<file path="config.mk">
export PLATFORM = sky130hd
export DESIGN_NAME = rgb_led_pattern_engine
export DESIGN_NICKNAME = d
export VERILOG_FILES = /design/src/hw/rtl/rlpe_pkg.sv /design/src/hw/rtl/rlpe_div.sv /design/src/hw/rtl/rlpe_mul.sv /design/src/hw/rtl/rgb_led_pattern_engine.sv
export SDC_FILE = /design/constraint.sdc
export NUM_CORES = 1
export LEC_CHECK = 0
export ABC_AREA = 1
export BUFFER_PORTS_ARGS = -buffer_cell sky130_fd_sc_hd__buf_4
export CAP_MARGIN = 40
export CORE_MARGIN = 2
export CORE_UTILIZATION = 52
export CTS_CLUSTER_SIZE = 16
export DETAILED_ROUTE_END_ITERATION = 16
export PLACE_DENSITY = 0.8
export SYNTH_ARGS = -nofsm -noshare
export SYNTH_HDL_FRONTEND = slang
export SYNTH_SLANG_ARGS = --single-unit
</file>
<file path="constraint.sdc">
create_clock -name clock -period 3.6 [get_ports clock]
set_input_delay 0.54 -clock clock [delete_from_list [all_inputs] [get_ports clock]]
set_output_delay 0.54 -clock clock [all_outputs]
set_load 0.02 [all_outputs]
</file>
<file path="src/hw/rtl/rlpe_pkg.sv">
package rlpe_pkg;

   // field widths
   localparam int CHAN_W = 8;
   localparam int TIME_W = 16;
   localparam int CHAN_N = 3;
   localparam int PROD_W = 2 * CHAN_W;

   // pattern codes
   typedef enum logic [1:0] {
      PAT_OFF   = 2'd0,
      PAT_SOLID = 2'd1,
      PAT_BLINK = 2'd2,
      PAT_FADE  = 2'd3
   } pattern_type;

   // item kinds carried on tuser
   localparam logic OP_CMD  = 1'b0;
   localparam logic OP_TICK = 1'b1;

   // register indexes
   localparam logic [1:0] REG_TRANSITION = 2'd0;
   localparam logic [1:0] REG_FADE_CYCLE = 2'd1;
   localparam logic [1:0] REG_BLINK      = 2'd2;

   // register reset values
   localparam logic [TIME_W-1:0] TRANSITION_RST = 16'd300;
   localparam logic [TIME_W-1:0] FADE_CYCLE_RST = 16'd2048;
   localparam logic [TIME_W-1:0] BLINK_RST      = 16'd500;

   // colour and phase constants
   localparam logic [CHAN_W-1:0] CHAN_MAX     = 8'd255;
   localparam logic [CHAN_W-1:0] HALF_PHASE   = 8'd128;
   localparam logic [CHAN_W-1:0] BREATH_START = 8'd64;
   localparam logic [TIME_W-1:0] ELAPSED_MAX  = 16'hFFFF;

   // status of a bit-serial unit
   typedef struct packed {
      logic busy;
      logic done;
   } unit_stat_type;

   // exact x / 255 for any x up to 255 * 255, the product of two 8-bit values
   function automatic logic [CHAN_W-1:0] div255(input logic [PROD_W-1:0] x);
      logic [PROD_W:0] sum;
      sum = {1'b0, x} + {{(CHAN_W+1){1'b0}}, x[PROD_W-1:CHAN_W]} + {{PROD_W{1'b0}}, 1'b1};
      return sum[PROD_W-1:CHAN_W];
   endfunction

endpackage

</file>
<file path="src/hw/rtl/rlpe_div.sv">
module rlpe_div (
   input  logic                         clock,
   input  logic                         reset,
   input  logic                         start,
   input  logic [rlpe_pkg::TIME_W-1:0]  elapsed,
   input  logic [rlpe_pkg::TIME_W-1:0]  divisor,
   output logic [rlpe_pkg::CHAN_W-1:0]  quot,
   output rlpe_pkg::unit_stat_type      stat
);
   import rlpe_pkg::*;

   localparam int DIVIDEND_W = TIME_W + CHAN_W;

   logic [DIVIDEND_W-1:0] dividend;
   logic [TIME_W+1:0]     trial;
   logic                  borrow;

   logic [TIME_W-1:0] rem_ff, rem_in;
   logic [CHAN_W-1:0] low_ff, low_in;
   logic [CHAN_W-1:0] quot_ff, quot_in;
   logic [2:0]        cnt_ff, cnt_in;
   logic              busy_ff, busy_in;
   logic              done_ff, done_in;

   // elapsed * 255 as a shift and subtract
   assign dividend = {elapsed, {CHAN_W{1'b0}}} - {{CHAN_W{1'b0}}, elapsed};

   // one restoring step: the quotient fits in 8 bits, so the top 16 bits start as remainder
   assign trial  = {1'b0, rem_ff, low_ff[CHAN_W-1]} - {2'b00, divisor};
   assign borrow = trial[TIME_W+1];

   always_comb begin
      rem_in  = rem_ff;
      low_in  = low_ff;
      quot_in = quot_ff;
      cnt_in  = cnt_ff;
      busy_in = busy_ff;
      done_in = 1'b0;
      if (start) begin
         rem_in  = dividend[DIVIDEND_W-1:CHAN_W];
         low_in  = dividend[CHAN_W-1:0];
         cnt_in  = 3'd0;
         busy_in = 1'b1;
      end else if (busy_ff) begin
         rem_in  = borrow ? {rem_ff[TIME_W-2:0], low_ff[CHAN_W-1]} : trial[TIME_W-1:0];
         low_in  = {low_ff[CHAN_W-2:0], 1'b0};
         quot_in = {quot_ff[CHAN_W-2:0], ~borrow};
         cnt_in  = cnt_ff + 3'd1;
         if (cnt_ff == 3'd7) begin
            busy_in = 1'b0;
            done_in = 1'b1;
         end
      end
   end

   always_ff @(posedge clock) begin
      if (reset) begin
         cnt_ff  <= 3'd0;
         busy_ff <= 1'b0;
         done_ff <= 1'b0;
      end else begin
         cnt_ff  <= cnt_in;
         busy_ff <= busy_in;
         done_ff <= done_in;
      end
      rem_ff  <= rem_in;
      low_ff  <= low_in;
      quot_ff <= quot_in;
   end

   assign quot      = quot_ff;
   assign stat.busy = busy_ff;
   assign stat.done = done_ff;

endmodule

</file>
<file path="src/hw/rtl/rlpe_mul.sv">
module rlpe_mul (
   input  logic                         clock,
   input  logic                         reset,
   input  logic                         start,
   input  logic [rlpe_pkg::CHAN_W-1:0]  mcand,
   input  logic [rlpe_pkg::CHAN_W-1:0]  mplier,
   output logic [rlpe_pkg::PROD_W-1:0]  prod,
   output rlpe_pkg::unit_stat_type      stat
);
   import rlpe_pkg::*;

   logic [CHAN_W-1:0] a_ff, a_in;
   logic [CHAN_W-1:0] b_ff, b_in;
   logic [PROD_W-1:0] acc_ff, acc_in;
   logic [2:0]        cnt_ff, cnt_in;
   logic              busy_ff, busy_in;
   logic              done_ff, done_in;

   // shift-add, multiplier bits taken msb first
   always_comb begin
      a_in    = a_ff;
      b_in    = b_ff;
      acc_in  = acc_ff;
      cnt_in  = cnt_ff;
      busy_in = busy_ff;
      done_in = 1'b0;
      if (start) begin
         a_in    = mcand;
         b_in    = mplier;
         acc_in  = '0;
         cnt_in  = 3'd0;
         busy_in = 1'b1;
      end else if (busy_ff) begin
         acc_in = {acc_ff[PROD_W-2:0], 1'b0} +
                  (b_ff[CHAN_W-1] ? {{CHAN_W{1'b0}}, a_ff} : {PROD_W{1'b0}});
         b_in   = {b_ff[CHAN_W-2:0], 1'b0};
         cnt_in = cnt_ff + 3'd1;
         if (cnt_ff == 3'd7) begin
            busy_in = 1'b0;
            done_in = 1'b1;
         end
      end
   end

   always_ff @(posedge clock) begin
      if (reset) begin
         cnt_ff  <= 3'd0;
         busy_ff <= 1'b0;
         done_ff <= 1'b0;
      end else begin
         cnt_ff  <= cnt_in;
         busy_ff <= busy_in;
         done_ff <= done_in;
      end
      a_ff   <= a_in;
      b_ff   <= b_in;
      acc_ff <= acc_in;
   end

   assign prod      = acc_ff;
   assign stat.busy = busy_ff;
   assign stat.done = done_ff;

endmodule

</file>
<file path="src/hw/rtl/rgb_led_pattern_engine.sv">
// Drives one RGB LED from a stream of items: a command (tuser 0) sets the pattern
// (off, solid, blink, breathing fade) and the colour, a tick (tuser 1) advances time
// by one millisecond. Every item returns one result with the displayed colour and a
// flag that is high while a crossfade runs. A command equal to the current goal is
// ignored; any other one starts a crossfade from the displayed colour, lasting
// transition_ms ticks, after which the pattern runs. Items are taken one at a time:
// a command or a tick that only counts passes the evaluate and output states, a
// crossfade tick or a breathing step also the unit states, and the next item can be
// taken once the result is in the output register. The long cases are two passes
// through bit-serial units: the divider (crossfade weight) and then the three multiplier
// lanes, one per colour channel, or two passes through the lanes (curve, then colour
// scale). A new item is accepted while the previous result still waits in the output
// register; a finished item whose result finds that register still full waits for it.
// The user writes registers through the csr port only while no item is in flight;
// the block itself does not enforce it. csr_ready is always high.
module rgb_led_pattern_engine (
   input  logic        clock,
   input  logic        reset,
   // input items
   input  logic        req_tvalid,
   output logic        req_tready,
   input  logic [31:0] req_tdata,   // pattern[1:0], cmd_red[9:2], cmd_green[17:10],
                                    // cmd_blue[25:18], zero[31:26]
   input  logic        req_tuser,   // op[0]
   // results
   output logic        rsp_tvalid,
   input  logic        rsp_tready,
   output logic [23:0] rsp_tdata,   // shown_red[7:0], shown_green[15:8], shown_blue[23:16]
   output logic        rsp_tuser,   // in_transition[0]
   // register writes
   input  logic        csr_valid,
   output logic        csr_ready,
   input  logic [1:0]  csr_index,
   input  logic [15:0] csr_data
);
   import rlpe_pkg::*;

   typedef enum logic [2:0] {
      ST_IDLE,
      ST_EVAL,
      ST_DIV,
      ST_BLEND,
      ST_CURVE,
      ST_SCALE,
      ST_OUT
   } state_type;

   typedef logic [CHAN_W-1:0] chan_type;

   state_type         state_ff, state_in;
   logic              op_ff, op_in;
   pattern_type       cmd_pat_ff, cmd_pat_in;
   chan_type          cmd_col_ff [CHAN_N];
   chan_type          cmd_col_in [CHAN_N];
   pattern_type       goal_pat_ff, goal_pat_in;
   chan_type          goal_ff [CHAN_N];
   chan_type          goal_in [CHAN_N];
   chan_type          start_ff [CHAN_N];
   chan_type          start_in [CHAN_N];
   chan_type          shown_ff [CHAN_N];
   chan_type          shown_in [CHAN_N];
   logic              fading_ff, fading_in;
   logic              lit_ff, lit_in;
   chan_type          breath_ff, breath_in;
   logic [TIME_W-1:0] elapsed_ff, elapsed_in;
   logic [TIME_W-1:0] trans_cfg_ff, trans_cfg_in;
   logic [TIME_W-1:0] fade_cfg_ff, fade_cfg_in;
   logic [TIME_W-1:0] blink_cfg_ff, blink_cfg_in;
   logic [CHAN_N-1:0] up_ff, up_in;
   chan_type          mul_a_ff [CHAN_N];
   chan_type          mul_a_in [CHAN_N];
   chan_type          mul_b_ff, mul_b_in;
   logic              mul_go_ff, mul_go_in;
   logic              div_go_ff, div_go_in;
   logic              rsp_valid_ff, rsp_valid_in;
   chan_type          rsp_col_ff [CHAN_N];
   chan_type          rsp_col_in [CHAN_N];
   logic              rsp_fade_ff, rsp_fade_in;

   chan_type          to_col [CHAN_N];
   chan_type          mag [CHAN_N];
   logic [CHAN_N-1:0] to_up;
   logic [PROD_W-1:0] prod [CHAN_N];
   chan_type          scaled [CHAN_N];
   unit_stat_type     mul_stat [CHAN_N];
   unit_stat_type     div_stat;
   chan_type          quot;
   chan_type          step_w;
   chan_type          breath_nx;
   chan_type          breath_inv;
   chan_type          lin;
   logic              cmd_same;

   // crossfade weight unit
   rlpe_div u_div (
      .clock   (clock),
      .reset   (reset),
      .start   (div_go_ff),
      .elapsed (elapsed_ff),
      .divisor (trans_cfg_ff),
      .quot    (quot),
      .stat    (div_stat)
   );

   // one multiplier lane per channel
   for (genvar g = 0; g < CHAN_N; g++) begin : g_lane
      rlpe_mul u_mul (
         .clock  (clock),
         .reset  (reset),
         .start  (mul_go_ff),
         .mcand  (mul_a_ff[g]),
         .mplier (mul_b_ff),
         .prod   (prod[g]),
         .stat   (mul_stat[g])
      );
      assign scaled[g] = div255(prod[g]);
   end

   // per channel crossfade target, direction and distance
   always_comb begin
      for (int i = 0; i < CHAN_N; i++) begin
         to_col[i] = (goal_pat_ff == PAT_OFF) ? '0 : goal_ff[i];
         to_up[i]  = (to_col[i] >= start_ff[i]);
         mag[i]    = to_up[i] ? (to_col[i] - start_ff[i]) : (start_ff[i] - to_col[i]);
      end
   end

   // breathing step length and triangle phase
   assign step_w     = (fade_cfg_ff[TIME_W-1:CHAN_W] == '0) ? 8'd1
                                                            : fade_cfg_ff[TIME_W-1:CHAN_W];
   assign breath_nx  = breath_ff + 8'd1;
   assign breath_inv = ~breath_nx;
   assign lin        = (breath_nx < HALF_PHASE) ? {breath_nx[CHAN_W-2:0], 1'b0}
                                                : {breath_inv[CHAN_W-2:0], 1'b0};

   assign cmd_same = (cmd_pat_ff == goal_pat_ff) && (cmd_col_ff[0] == goal_ff[0]) &&
                     (cmd_col_ff[1] == goal_ff[1]) && (cmd_col_ff[2] == goal_ff[2]);

   // sequencer and state update
   always_comb begin
      state_in     = state_ff;
      op_in        = op_ff;
      cmd_pat_in   = cmd_pat_ff;
      goal_pat_in  = goal_pat_ff;
      fading_in    = fading_ff;
      lit_in       = lit_ff;
      breath_in    = breath_ff;
      elapsed_in   = elapsed_ff;
      trans_cfg_in = trans_cfg_ff;
      fade_cfg_in  = fade_cfg_ff;
      blink_cfg_in = blink_cfg_ff;
      up_in        = up_ff;
      mul_b_in     = mul_b_ff;
      mul_go_in    = 1'b0;
      div_go_in    = 1'b0;
      rsp_valid_in = rsp_valid_ff;
      rsp_fade_in  = rsp_fade_ff;
      for (int i = 0; i < CHAN_N; i++) begin
         cmd_col_in[i] = cmd_col_ff[i];
         goal_in[i]    = goal_ff[i];
         start_in[i]   = start_ff[i];
         shown_in[i]   = shown_ff[i];
         mul_a_in[i]   = mul_a_ff[i];
         rsp_col_in[i] = rsp_col_ff[i];
      end

      // register writes
      if (csr_valid) begin
         case (csr_index)
            REG_TRANSITION: trans_cfg_in = csr_data;
            REG_FADE_CYCLE: fade_cfg_in  = csr_data;
            REG_BLINK:      blink_cfg_in = csr_data;
            default: ;
         endcase
      end

      // result taken downstream
      if (rsp_tready) begin
         rsp_valid_in = 1'b0;
      end

      case (state_ff)
         ST_IDLE: begin
            if (req_tvalid) begin
               op_in         = req_tuser;
               cmd_pat_in    = pattern_type'(req_tdata[1:0]);
               cmd_col_in[0] = req_tdata[9:2];
               cmd_col_in[1] = req_tdata[17:10];
               cmd_col_in[2] = req_tdata[25:18];
               if (req_tuser == OP_TICK && elapsed_ff != ELAPSED_MAX) begin
                  elapsed_in = elapsed_ff + 16'd1;
               end
               state_in = ST_EVAL;
            end
         end
         ST_EVAL: begin
            state_in = ST_OUT;
            if (op_ff == OP_CMD) begin
               // a new goal starts a crossfade from what is shown
               if (!cmd_same) begin
                  goal_pat_in = cmd_pat_ff;
                  for (int i = 0; i < CHAN_N; i++) begin
                     start_in[i] = shown_ff[i];
                     goal_in[i]  = cmd_col_ff[i];
                  end
                  elapsed_in = '0;
                  fading_in  = 1'b1;
                  lit_in     = 1'b0;
                  breath_in  = '0;
               end
            end else if (fading_ff) begin
               if (elapsed_ff >= trans_cfg_ff) begin
                  // crossfade end: enter the pattern
                  fading_in  = 1'b0;
                  elapsed_in = '0;
                  for (int i = 0; i < CHAN_N; i++) begin
                     shown_in[i] = to_col[i];
                  end
                  if (goal_pat_ff == PAT_BLINK) begin
                     lit_in = 1'b1;
                  end
                  if (goal_pat_ff == PAT_FADE) begin
                     breath_in = BREATH_START;
                  end
               end else begin
                  up_in = to_up;
                  for (int i = 0; i < CHAN_N; i++) begin
                     mul_a_in[i] = mag[i];
                  end
                  div_go_in = 1'b1;
                  state_in  = ST_DIV;
               end
            end else if (goal_pat_ff == PAT_FADE) begin
               if (elapsed_ff >= {{(TIME_W-CHAN_W){1'b0}}, step_w}) begin
                  elapsed_in  = '0;
                  breath_in   = breath_nx;
                  mul_a_in[0] = lin;
                  mul_b_in    = lin;
                  mul_go_in   = 1'b1;
                  state_in    = ST_CURVE;
               end
            end else if (goal_pat_ff == PAT_BLINK) begin
               if (elapsed_ff >= blink_cfg_ff) begin
                  elapsed_in = '0;
                  lit_in     = !lit_ff;
                  for (int i = 0; i < CHAN_N; i++) begin
                     shown_in[i] = lit_ff ? '0 : goal_ff[i];
                  end
               end
            end
         end
         ST_DIV: begin
            // weight ready, scale the distances
            if (div_stat.done) begin
               mul_b_in  = quot;
               mul_go_in = 1'b1;
               state_in  = ST_BLEND;
            end
         end
         ST_BLEND: begin
            if (mul_stat[0].done) begin
               for (int i = 0; i < CHAN_N; i++) begin
                  shown_in[i] = up_ff[i] ? (start_ff[i] + scaled[i])
                                         : (start_ff[i] - scaled[i]);
               end
               state_in = ST_OUT;
            end
         end
         ST_CURVE: begin
            // squared triangle done, now scale the goal colour by it
            if (mul_stat[0].done) begin
               for (int i = 0; i < CHAN_N; i++) begin
                  mul_a_in[i] = goal_ff[i];
               end
               mul_b_in  = scaled[0];
               mul_go_in = 1'b1;
               state_in  = ST_SCALE;
            end
         end
         ST_SCALE: begin
            if (mul_stat[0].done) begin
               for (int i = 0; i < CHAN_N; i++) begin
                  shown_in[i] = scaled[i];
               end
               state_in = ST_OUT;
            end
         end
         ST_OUT: begin
            // load the output register once it is free
            if (!rsp_valid_ff || rsp_tready) begin
               rsp_valid_in = 1'b1;
               rsp_fade_in  = fading_ff;
               for (int i = 0; i < CHAN_N; i++) begin
                  rsp_col_in[i] = shown_ff[i];
               end
               state_in = ST_IDLE;
            end
         end
         default: state_in = ST_IDLE;
      endcase
   end

   always_ff @(posedge clock) begin
      if (reset) begin
         state_ff     <= ST_IDLE;
         goal_pat_ff  <= PAT_OFF;
         fading_ff    <= 1'b0;
         lit_ff       <= 1'b0;
         breath_ff    <= '0;
         elapsed_ff   <= '0;
         trans_cfg_ff <= TRANSITION_RST;
         fade_cfg_ff  <= FADE_CYCLE_RST;
         blink_cfg_ff <= BLINK_RST;
         mul_go_ff    <= 1'b0;
         div_go_ff    <= 1'b0;
         rsp_valid_ff <= 1'b0;
         for (int i = 0; i < CHAN_N; i++) begin
            goal_ff[i]  <= '0;
            start_ff[i] <= '0;
            shown_ff[i] <= '0;
         end
      end else begin
         state_ff     <= state_in;
         goal_pat_ff  <= goal_pat_in;
         fading_ff    <= fading_in;
         lit_ff       <= lit_in;
         breath_ff    <= breath_in;
         elapsed_ff   <= elapsed_in;
         trans_cfg_ff <= trans_cfg_in;
         fade_cfg_ff  <= fade_cfg_in;
         blink_cfg_ff <= blink_cfg_in;
         mul_go_ff    <= mul_go_in;
         div_go_ff    <= div_go_in;
         rsp_valid_ff <= rsp_valid_in;
         for (int i = 0; i < CHAN_N; i++) begin
            goal_ff[i]  <= goal_in[i];
            start_ff[i] <= start_in[i];
            shown_ff[i] <= shown_in[i];
         end
      end
      op_ff       <= op_in;
      cmd_pat_ff  <= cmd_pat_in;
      up_ff       <= up_in;
      mul_b_ff    <= mul_b_in;
      rsp_fade_ff <= rsp_fade_in;
      for (int i = 0; i < CHAN_N; i++) begin
         cmd_col_ff[i] <= cmd_col_in[i];
         mul_a_ff[i]   <= mul_a_in[i];
         rsp_col_ff[i] <= rsp_col_in[i];
      end
   end

   // ports
   assign req_tready = (state_ff == ST_IDLE);
   assign csr_ready  = 1'b1;
   assign rsp_tvalid = rsp_valid_ff;
   assign rsp_tdata  = {rsp_col_ff[2], rsp_col_ff[1], rsp_col_ff[0]};
   assign rsp_tuser  = rsp_fade_ff;

   // one item in flight at a time
   a_single_item : assert property (@(posedge clock) disable iff (reset)
      (req_tvalid && req_tready) |=> !req_tready)
      else $error("item accepted while another is in flight");

   // divider and multiplier lanes never overlap
   a_units_apart : assert property (@(posedge clock) disable iff (reset)
      !(div_stat.busy && mul_stat[0].busy))
      else $error("divider and multiplier busy together");

   // weight and blend only run during a crossfade
   a_blend_fading : assert property (@(posedge clock) disable iff (reset)
      (state_ff == ST_DIV || state_ff == ST_BLEND) |-> fading_ff)
      else $error("blend step outside a crossfade");

   // crossfade end restarts the tick count
   a_end_clears : assert property (@(posedge clock) disable iff (reset)
      $fell(fading_ff) |-> (elapsed_ff == '0))
      else $error("tick count not cleared at crossfade end");

endmodule

</file>
; ---- Word-level counts from Yosys, hierarchy flattened
; Memory sizes are Yosys's and may differ from the RTL's.
; Cells that the tools add are included.
; W data, S select, Z words.
[classes]
add_sub_neg = 29
magnitude_cmp = 7
eq_ne = 42
mux = 139
bitwise_logic = 18
n_reduce_logical = 37
[ops]
columns = cell, count
row1 = $mux W24, 21
row2 = $mux W8, 50
row3 = $mux W16, 14
row4 = $pmux W24 S3, 1
row5 = $sub A8 B8 Y8, 9
row6 = $add A16 B1 Y16 const B, 4
row7 = $add A16 B16 Y16, 3
row8 = $add A16 B8 Y16, 3
row9 = $pmux W24 S2, 1
row10 = $mux W1, 38
row11 = $ge A16 B16 Y1, 2
row12 = $pmux W16 S2, 1
row13 = $add A8 B8 Y8, 3
row14 = $eq A8 B8 Y1, 3
row15 = $ge A8 B8 Y1, 3
row16 = $mux W3, 8
row17 = $pmux W8 S3, 1
row18 = $sub A24 B16 Y24, 1
row19 = $eq A3 B3 Y1 const B, 7
row20 = $pmux W3 S6, 1
row21 = $sub A17 B16 Y18, 1
row22 = $ge A16 B8 Y1, 1
row23 = $ne A16 B16 Y1 const B, 1
row24 = $ne A5 B5 Y1 const B, 3
row25 = 36 further kinds, 92
[totals]
reg_bits = 243
ramBits = 144
input_bits = 56
memories = 6
[mem_list]
columns = name, words, width, read_ports, rd_clocked_by_memory_dff, wr, line
row1 = cmd_col_ff, 3, 8, 3, 0, 3, rgb_led_pattern_engine.sv:53  ; chan_type cmd_col_ff [CHAN_N];
row2 = goal_ff, 3, 8, 3, 0, 3, rgb_led_pattern_engine.sv:56  ; chan_type goal_ff [CHAN_N];
row3 = mul_a_ff, 3, 8, 3, 0, 3, rgb_led_pattern_engine.sv:70  ; chan_type mul_a_ff [CHAN_N];
row4 = rsp_col_ff, 3, 8, 3, 0, 3, rgb_led_pattern_engine.sv:76  ; chan_type rsp_col_ff [CHAN_N];
row5 = shown_ff, 3, 8, 3, 0, 3, rgb_led_pattern_engine.sv:60  ; chan_type shown_ff [CHAN_N];
row6 = start_ff, 3, 8, 3, 0, 3, rgb_led_pattern_engine.sv:58  ; chan_type start_ff [CHAN_N];

; ---- Depth between registers and ports, before layout
; An unclocked memory read counts as a cell.
[depth]
word_depth = 9
depth_mapped = 30

; ---- By module
; Synthesis repeated with hierarchy kept, for this count alone.
[hier_totals]
hier_cells = 3639
area_unflattened_um2 = 26061.2
[modules_own_cells]
columns = module, instances, cells_each, area_per_inst_um2
row1 = rgb_led_pattern_engine, 1, 2254, 16219.3
row2 = rlpe_div, 1, 591, 3875.0
row3 = rlpe_mul at g_lane[2].u_mul, 1, 267, 2000.7
row4 = rlpe_mul at g_lane[0].u_mul, 1, 267, 1996.9
row5 = rlpe_mul at g_lane[1].u_mul, 1, 260, 1969.4

; ---- Least setup slack after synthesis
; OpenSTA, ideal clock, no wires.
[synth_path]
path_type = register to register
startpoint = register g_lane[0].u_mul.acc_ff[11]
endpoint = memory shown_ff[0][7] in the netlist's numbering
arrival_time_ns = 3.084
required_time_ns = 3.530
path_slack_ns = 0.446
path_stages_with_launch = 28
path_buffers = 0
synth_period_minus_slack_ns = 3.154
path_cell_list = dfxtp_1 > ha_1 > nand2_1 > nand2_1 > nand2_1 > nand2_1 > nand2_1 > nand3_1 > inv_1 > nand2_1 > ha_1 > or2_2 > o21ai_0 > inv_1 > ha_1 > nand3_1 > nand2_1 > nand2_1 > nand2_1 > nand2_1 > nand2_1 > inv_1 > nand3_1 > nand2_1 > inv_1 > nand3_1 > nand3_1 > a21oi_1
[synth_rtl]
columns = item, line
row1 = "start, declared", rlpe_mul.sv:14  ; logic [PROD_W-1:0] acc_ff, acc_in;
row2 = "start signal, assigned", rlpe_mul.sv:57  ; acc_ff <= acc_in;
row3 = "end, declared", rgb_led_pattern_engine.sv:60

==> PnR_summary.wiki <==
{| class="wikitable"
! Metric !! Value
|-
| Clk_skew || 0.0245 ns
|-
| Post-route DRC || 0
|-
| I/O Buffers || 76
|-
| Number of search-and-repair iterations in the first detailed-routing pass || 6
|-
| Bufs on Longest Clock Path || 3
|-
| Crit Path Max Fanout || 6
|-
| Die X || 219 um
|-
| Portion of the post-synthesis area used by sequential elements || 0.384
|-
| Half-perimeter wire length of the detailed placement result || approximately 50000 um
|-
| Post-layout power || 21.6 mW
|-
| Reg2reg setup slack || 0.27 ns
|-
| Clock sink count || 379
|-
| Accumulated negative setup slack || 0 ns
|-
| Clock latency on the worst-skew pair || between 0.5 and 0.6 ns
|-
| Number of vias after detailed routing || ~22000
|-
| Via-per-instance ratio || 5.64
|-
| Remaining Overflow, GRT || 0
|-
| Critical setup path kind || flip-flop to flip-flop
|-
| Area overhead of the layout relative to synthesis || 13.7%
|-
| Synthesized area per cell || 7.50 um^2
|-
| Leading cell type in the layout, fill and taps excluded || sky130_fd_sc_hd__nand2_1
|-
| Final critical path time including I/O delays and setup || 3.33 ns
|-
| Number of hold-slack violations in the final timing report || 0
|-
| Critical Path Start Type || flip-flop
|-
| Result of the run || completed
|-
| Count of mapped cells out of synthesis || approximately 3200
|-
| FMAX || roughly 300 MHz
|-
| Cell area after technology mapping || 24100 um^2
|-
| Vias in the first global route || 20500
|-
| Iter 0 DRT Violations || between 2000 and 2500
|-
| Per-cell routed wire length || 17.1 um
|-
| Initial Utilization || 0.529
|-
| Number of H-tree branching levels || 2
|-
| Final count of negative-setup-slack endpoints || 0
|-
| I/O pin count || 84
|-
| Die outline height || 219 um
|-
| Worst Path Required || 4.11 ns
|-
| Power Dens Cells || around 790 nW/um^2
|-
| Initial antenna violation count || 0
|-
| Post-DRT Antenna Nets || 0
|-
| Warnings from Yosys || 0
|-
| Maximum number of pins on one net before global-route repair || approximately 130
|-
| Number of unique standard cell types used by synthesis || 56
|-
| Clock Pin Slew Worst Setup and Hold Paths || around 0.06 ns
|-
| Static power due to leakage || about 12 nW
|-
| Global-route wire length before repair || 106000 um
|-
| Worst max-slew margin expressed relative to the limit || 0.406
|-
| Post-synth EDFFs || 167
|-
| Die ar. || 48100 um^2
|-
| Ratio of final minimum period to clock period || 0.925
|-
| Top library cells by usage in the layout, fill and taps aside || 704 x sky130_fd_sc_hd__nand2_1, 440 x sky130_fd_sc_hd__inv_1, 283 x sky130_fd_sc_hd__a21oi_1, 259 x sky130_fd_sc_hd__nor2_1, 250 x sky130_fd_sc_hd__o21ai_0
|-
| CTS tree || done
|-
| RePlAce Congestion || 0.999
|-
| Sum of routed wire length over all layers || 67400 um
|-
| Ys async rst share || 0
|-
| Peak supply drop || 0.391 mV
|-
| Arrival time of data at the critical path endpoint || 3.84 ns
|-
| Antenna fix cells || 0
|-
| Placeable core area || 45600 um^2
|-
| Share of final-layout standard cells stronger than drive strength 1 || 0.0975
|-
| Top_reg_cell synth || sky130_fd_sc_hd__dfxtp_1
|-
| Capturing element type of the critical path || flip-flop
|-
| Max-slew violation count || 0
|-
| Transition time at the pin with the least slew margin || between 0.8 and 0.9 ns
|-
| Total clock buffers created by CTS || 43
|-
| Root Driver || sky130_fd_sc_hd__clkbuf_16
|-
| Number of nets at the end of the flow || 3563
|-
| Number of nets produced by synthesis || 3471
|-
| Number of standard-cell rows in the floorplan || around 80
|-
| Total global-route track usage || 0.279
|-
| Hold Crit Class || input port to flip-flop
|-
| Max-cap violation count || 0
|-
| Synth Register Bits || 379
|}
## state kept, by name, indices dropped and copies added, names as in the netlist, 24 cells and up
register,count
g_lane.u_mul.prod,48
cmd_col_ff,24
g_lane.u_mul.a_ff,24
g_lane.u_mul.b_ff,24
goal_ff,24
mul_a_ff,24
rsp_col_ff,24
shown_ff,24
start_ff,24
## logic make-up after synthesis
family	synth area share
AOI/OAI and AO/OA	0.157
xor gates and xnor gates	0.0410
adders and majority gates	0.107
buffers and inverters	0.0871
DFF	0.384
other	0.000156
and+or+nand+nor	0.224
## routing by layer
| layer | track usage | vias to the layer above | wire length (um) |
|---|---|---|---|
| met5 | 0 | - | 0 |
| li1 | - | 10900 | - |
| met3 | 0.0462 | 182 | 5670 |
| met2 | 0.447 | 953 | 29900 |
| met4 | 0.103 | 0 | 2670 |
| met1 | 0.379 | 10200 | 29200 |
## critical path, stage by stage, from the launching register on
cell and delay [ns]:
sky130_fd_sc_hd__dfxtp_4 0.37, sky130_fd_sc_hd__ha_4 0.28, sky130_fd_sc_hd__nand2_1 0.05, sky130_fd_sc_hd__inv_1 0.10
sky130_fd_sc_hd__a21oi_1 0.09, sky130_fd_sc_hd__or2_2 0.27, sky130_fd_sc_hd__nand3_1 0.09, sky130_fd_sc_hd__nand2_1 0.21
sky130_fd_sc_hd__a21oi_4 0.23, sky130_fd_sc_hd__nand2_1 0.07, sky130_fd_sc_hd__nand3_1 0.07, sky130_fd_sc_hd__nand2_1 0.06
sky130_fd_sc_hd__ha_1 0.30, sky130_fd_sc_hd__nand2_1 0.08, sky130_fd_sc_hd__inv_1 0.05, sky130_fd_sc_hd__nor3_2 0.21
sky130_fd_sc_hd__nand2_1 0.08, sky130_fd_sc_hd__nand2_1 0.06, sky130_fd_sc_hd__nand2_1 0.06, sky130_fd_sc_hd__inv_1 0.05
sky130_fd_sc_hd__nand2_1 0.04, sky130_fd_sc_hd__nand2_1 0.09, sky130_fd_sc_hd__inv_1 0.06, sky130_fd_sc_hd__nand3_1 0.07
sky130_fd_sc_hd__nand3_1 0.08, sky130_fd_sc_hd__a21oi_1 0.13
## timing repair
item	4_1_cts	5_1_grt
pin swaps	0	12
gates resized for setup	1	78
buffers inserted	0	4
hold buffers	0	0
endpoints found under the setup margin	1	10
## worst paths after layout
path | startpoint | endpoint | depth (start not counted)
worst max-delay path | g_lane[2].u_mul.prod[14] | shown_ff[0][23] | 25
worst max register to register | g_lane[2].u_mul.prod[14] | shown_ff[0][23] | 25
worst min register to register | mul_a_ff[0][21] | g_lane[2].u_mul.a_ff[5] | 0
worst min-delay path | req_tdata[9] | cmd_col_ff[0][7] | 1
## cells in the mapped netlist (all sizes together), types with 17 or more instances
library cell	n	area (um^2)
a21oi	291	1480
buf	22	138
clkbuf	71	267
dfxtp	212	4240
edfxtp	167	5010
ha	186	2330
inv	450	1690
nand2	724	2730
nand3	199	1000
nand4	40	250
nor2	270	1040
nor3	36	206
o211ai	41	313
o21ai	267	1340
o221ai	17	149
xnor2	45	394
xor2	68	596
## area by class of cell
type | count | area (um^2)
Inverter | 452 | 1700
Tap cell | 600 | 751
Clock buffer | 58 | 1260
Fill cell | 4009 | 18200
Clock inverter | 21 | 200
Sequential cell | 379 | 9290
Multi-Input combinational cell | 2292 | 13100
Timing Repair Buffer | 140 | 1110
## stage by stage
step	setup WS (ns)	instance area [um^2]	hold WS (ns)	util	std cells
after global routing	-0.0616	27400	0.133	0.602	3942
after global placement	0.0990	25500	0.404	0.560	3857
after CTS	0.0609	27000	0.120	0.593	3938
after detailed placement	0.0382	25600	0.405	0.561	3859
after floorplan	0.446	24100	0.400	-	3216
final	0.270	27400	0.145	0.602	3942
## power by group
group	internal, mW	leakage, nW	switching [mW]
Combinational	3.64	8.30	6.52
Sequential	5.89	3.28	0.962
Clock	2.68	0.697	1.87
Note: power is estimated with default switching activity, not from simulation.
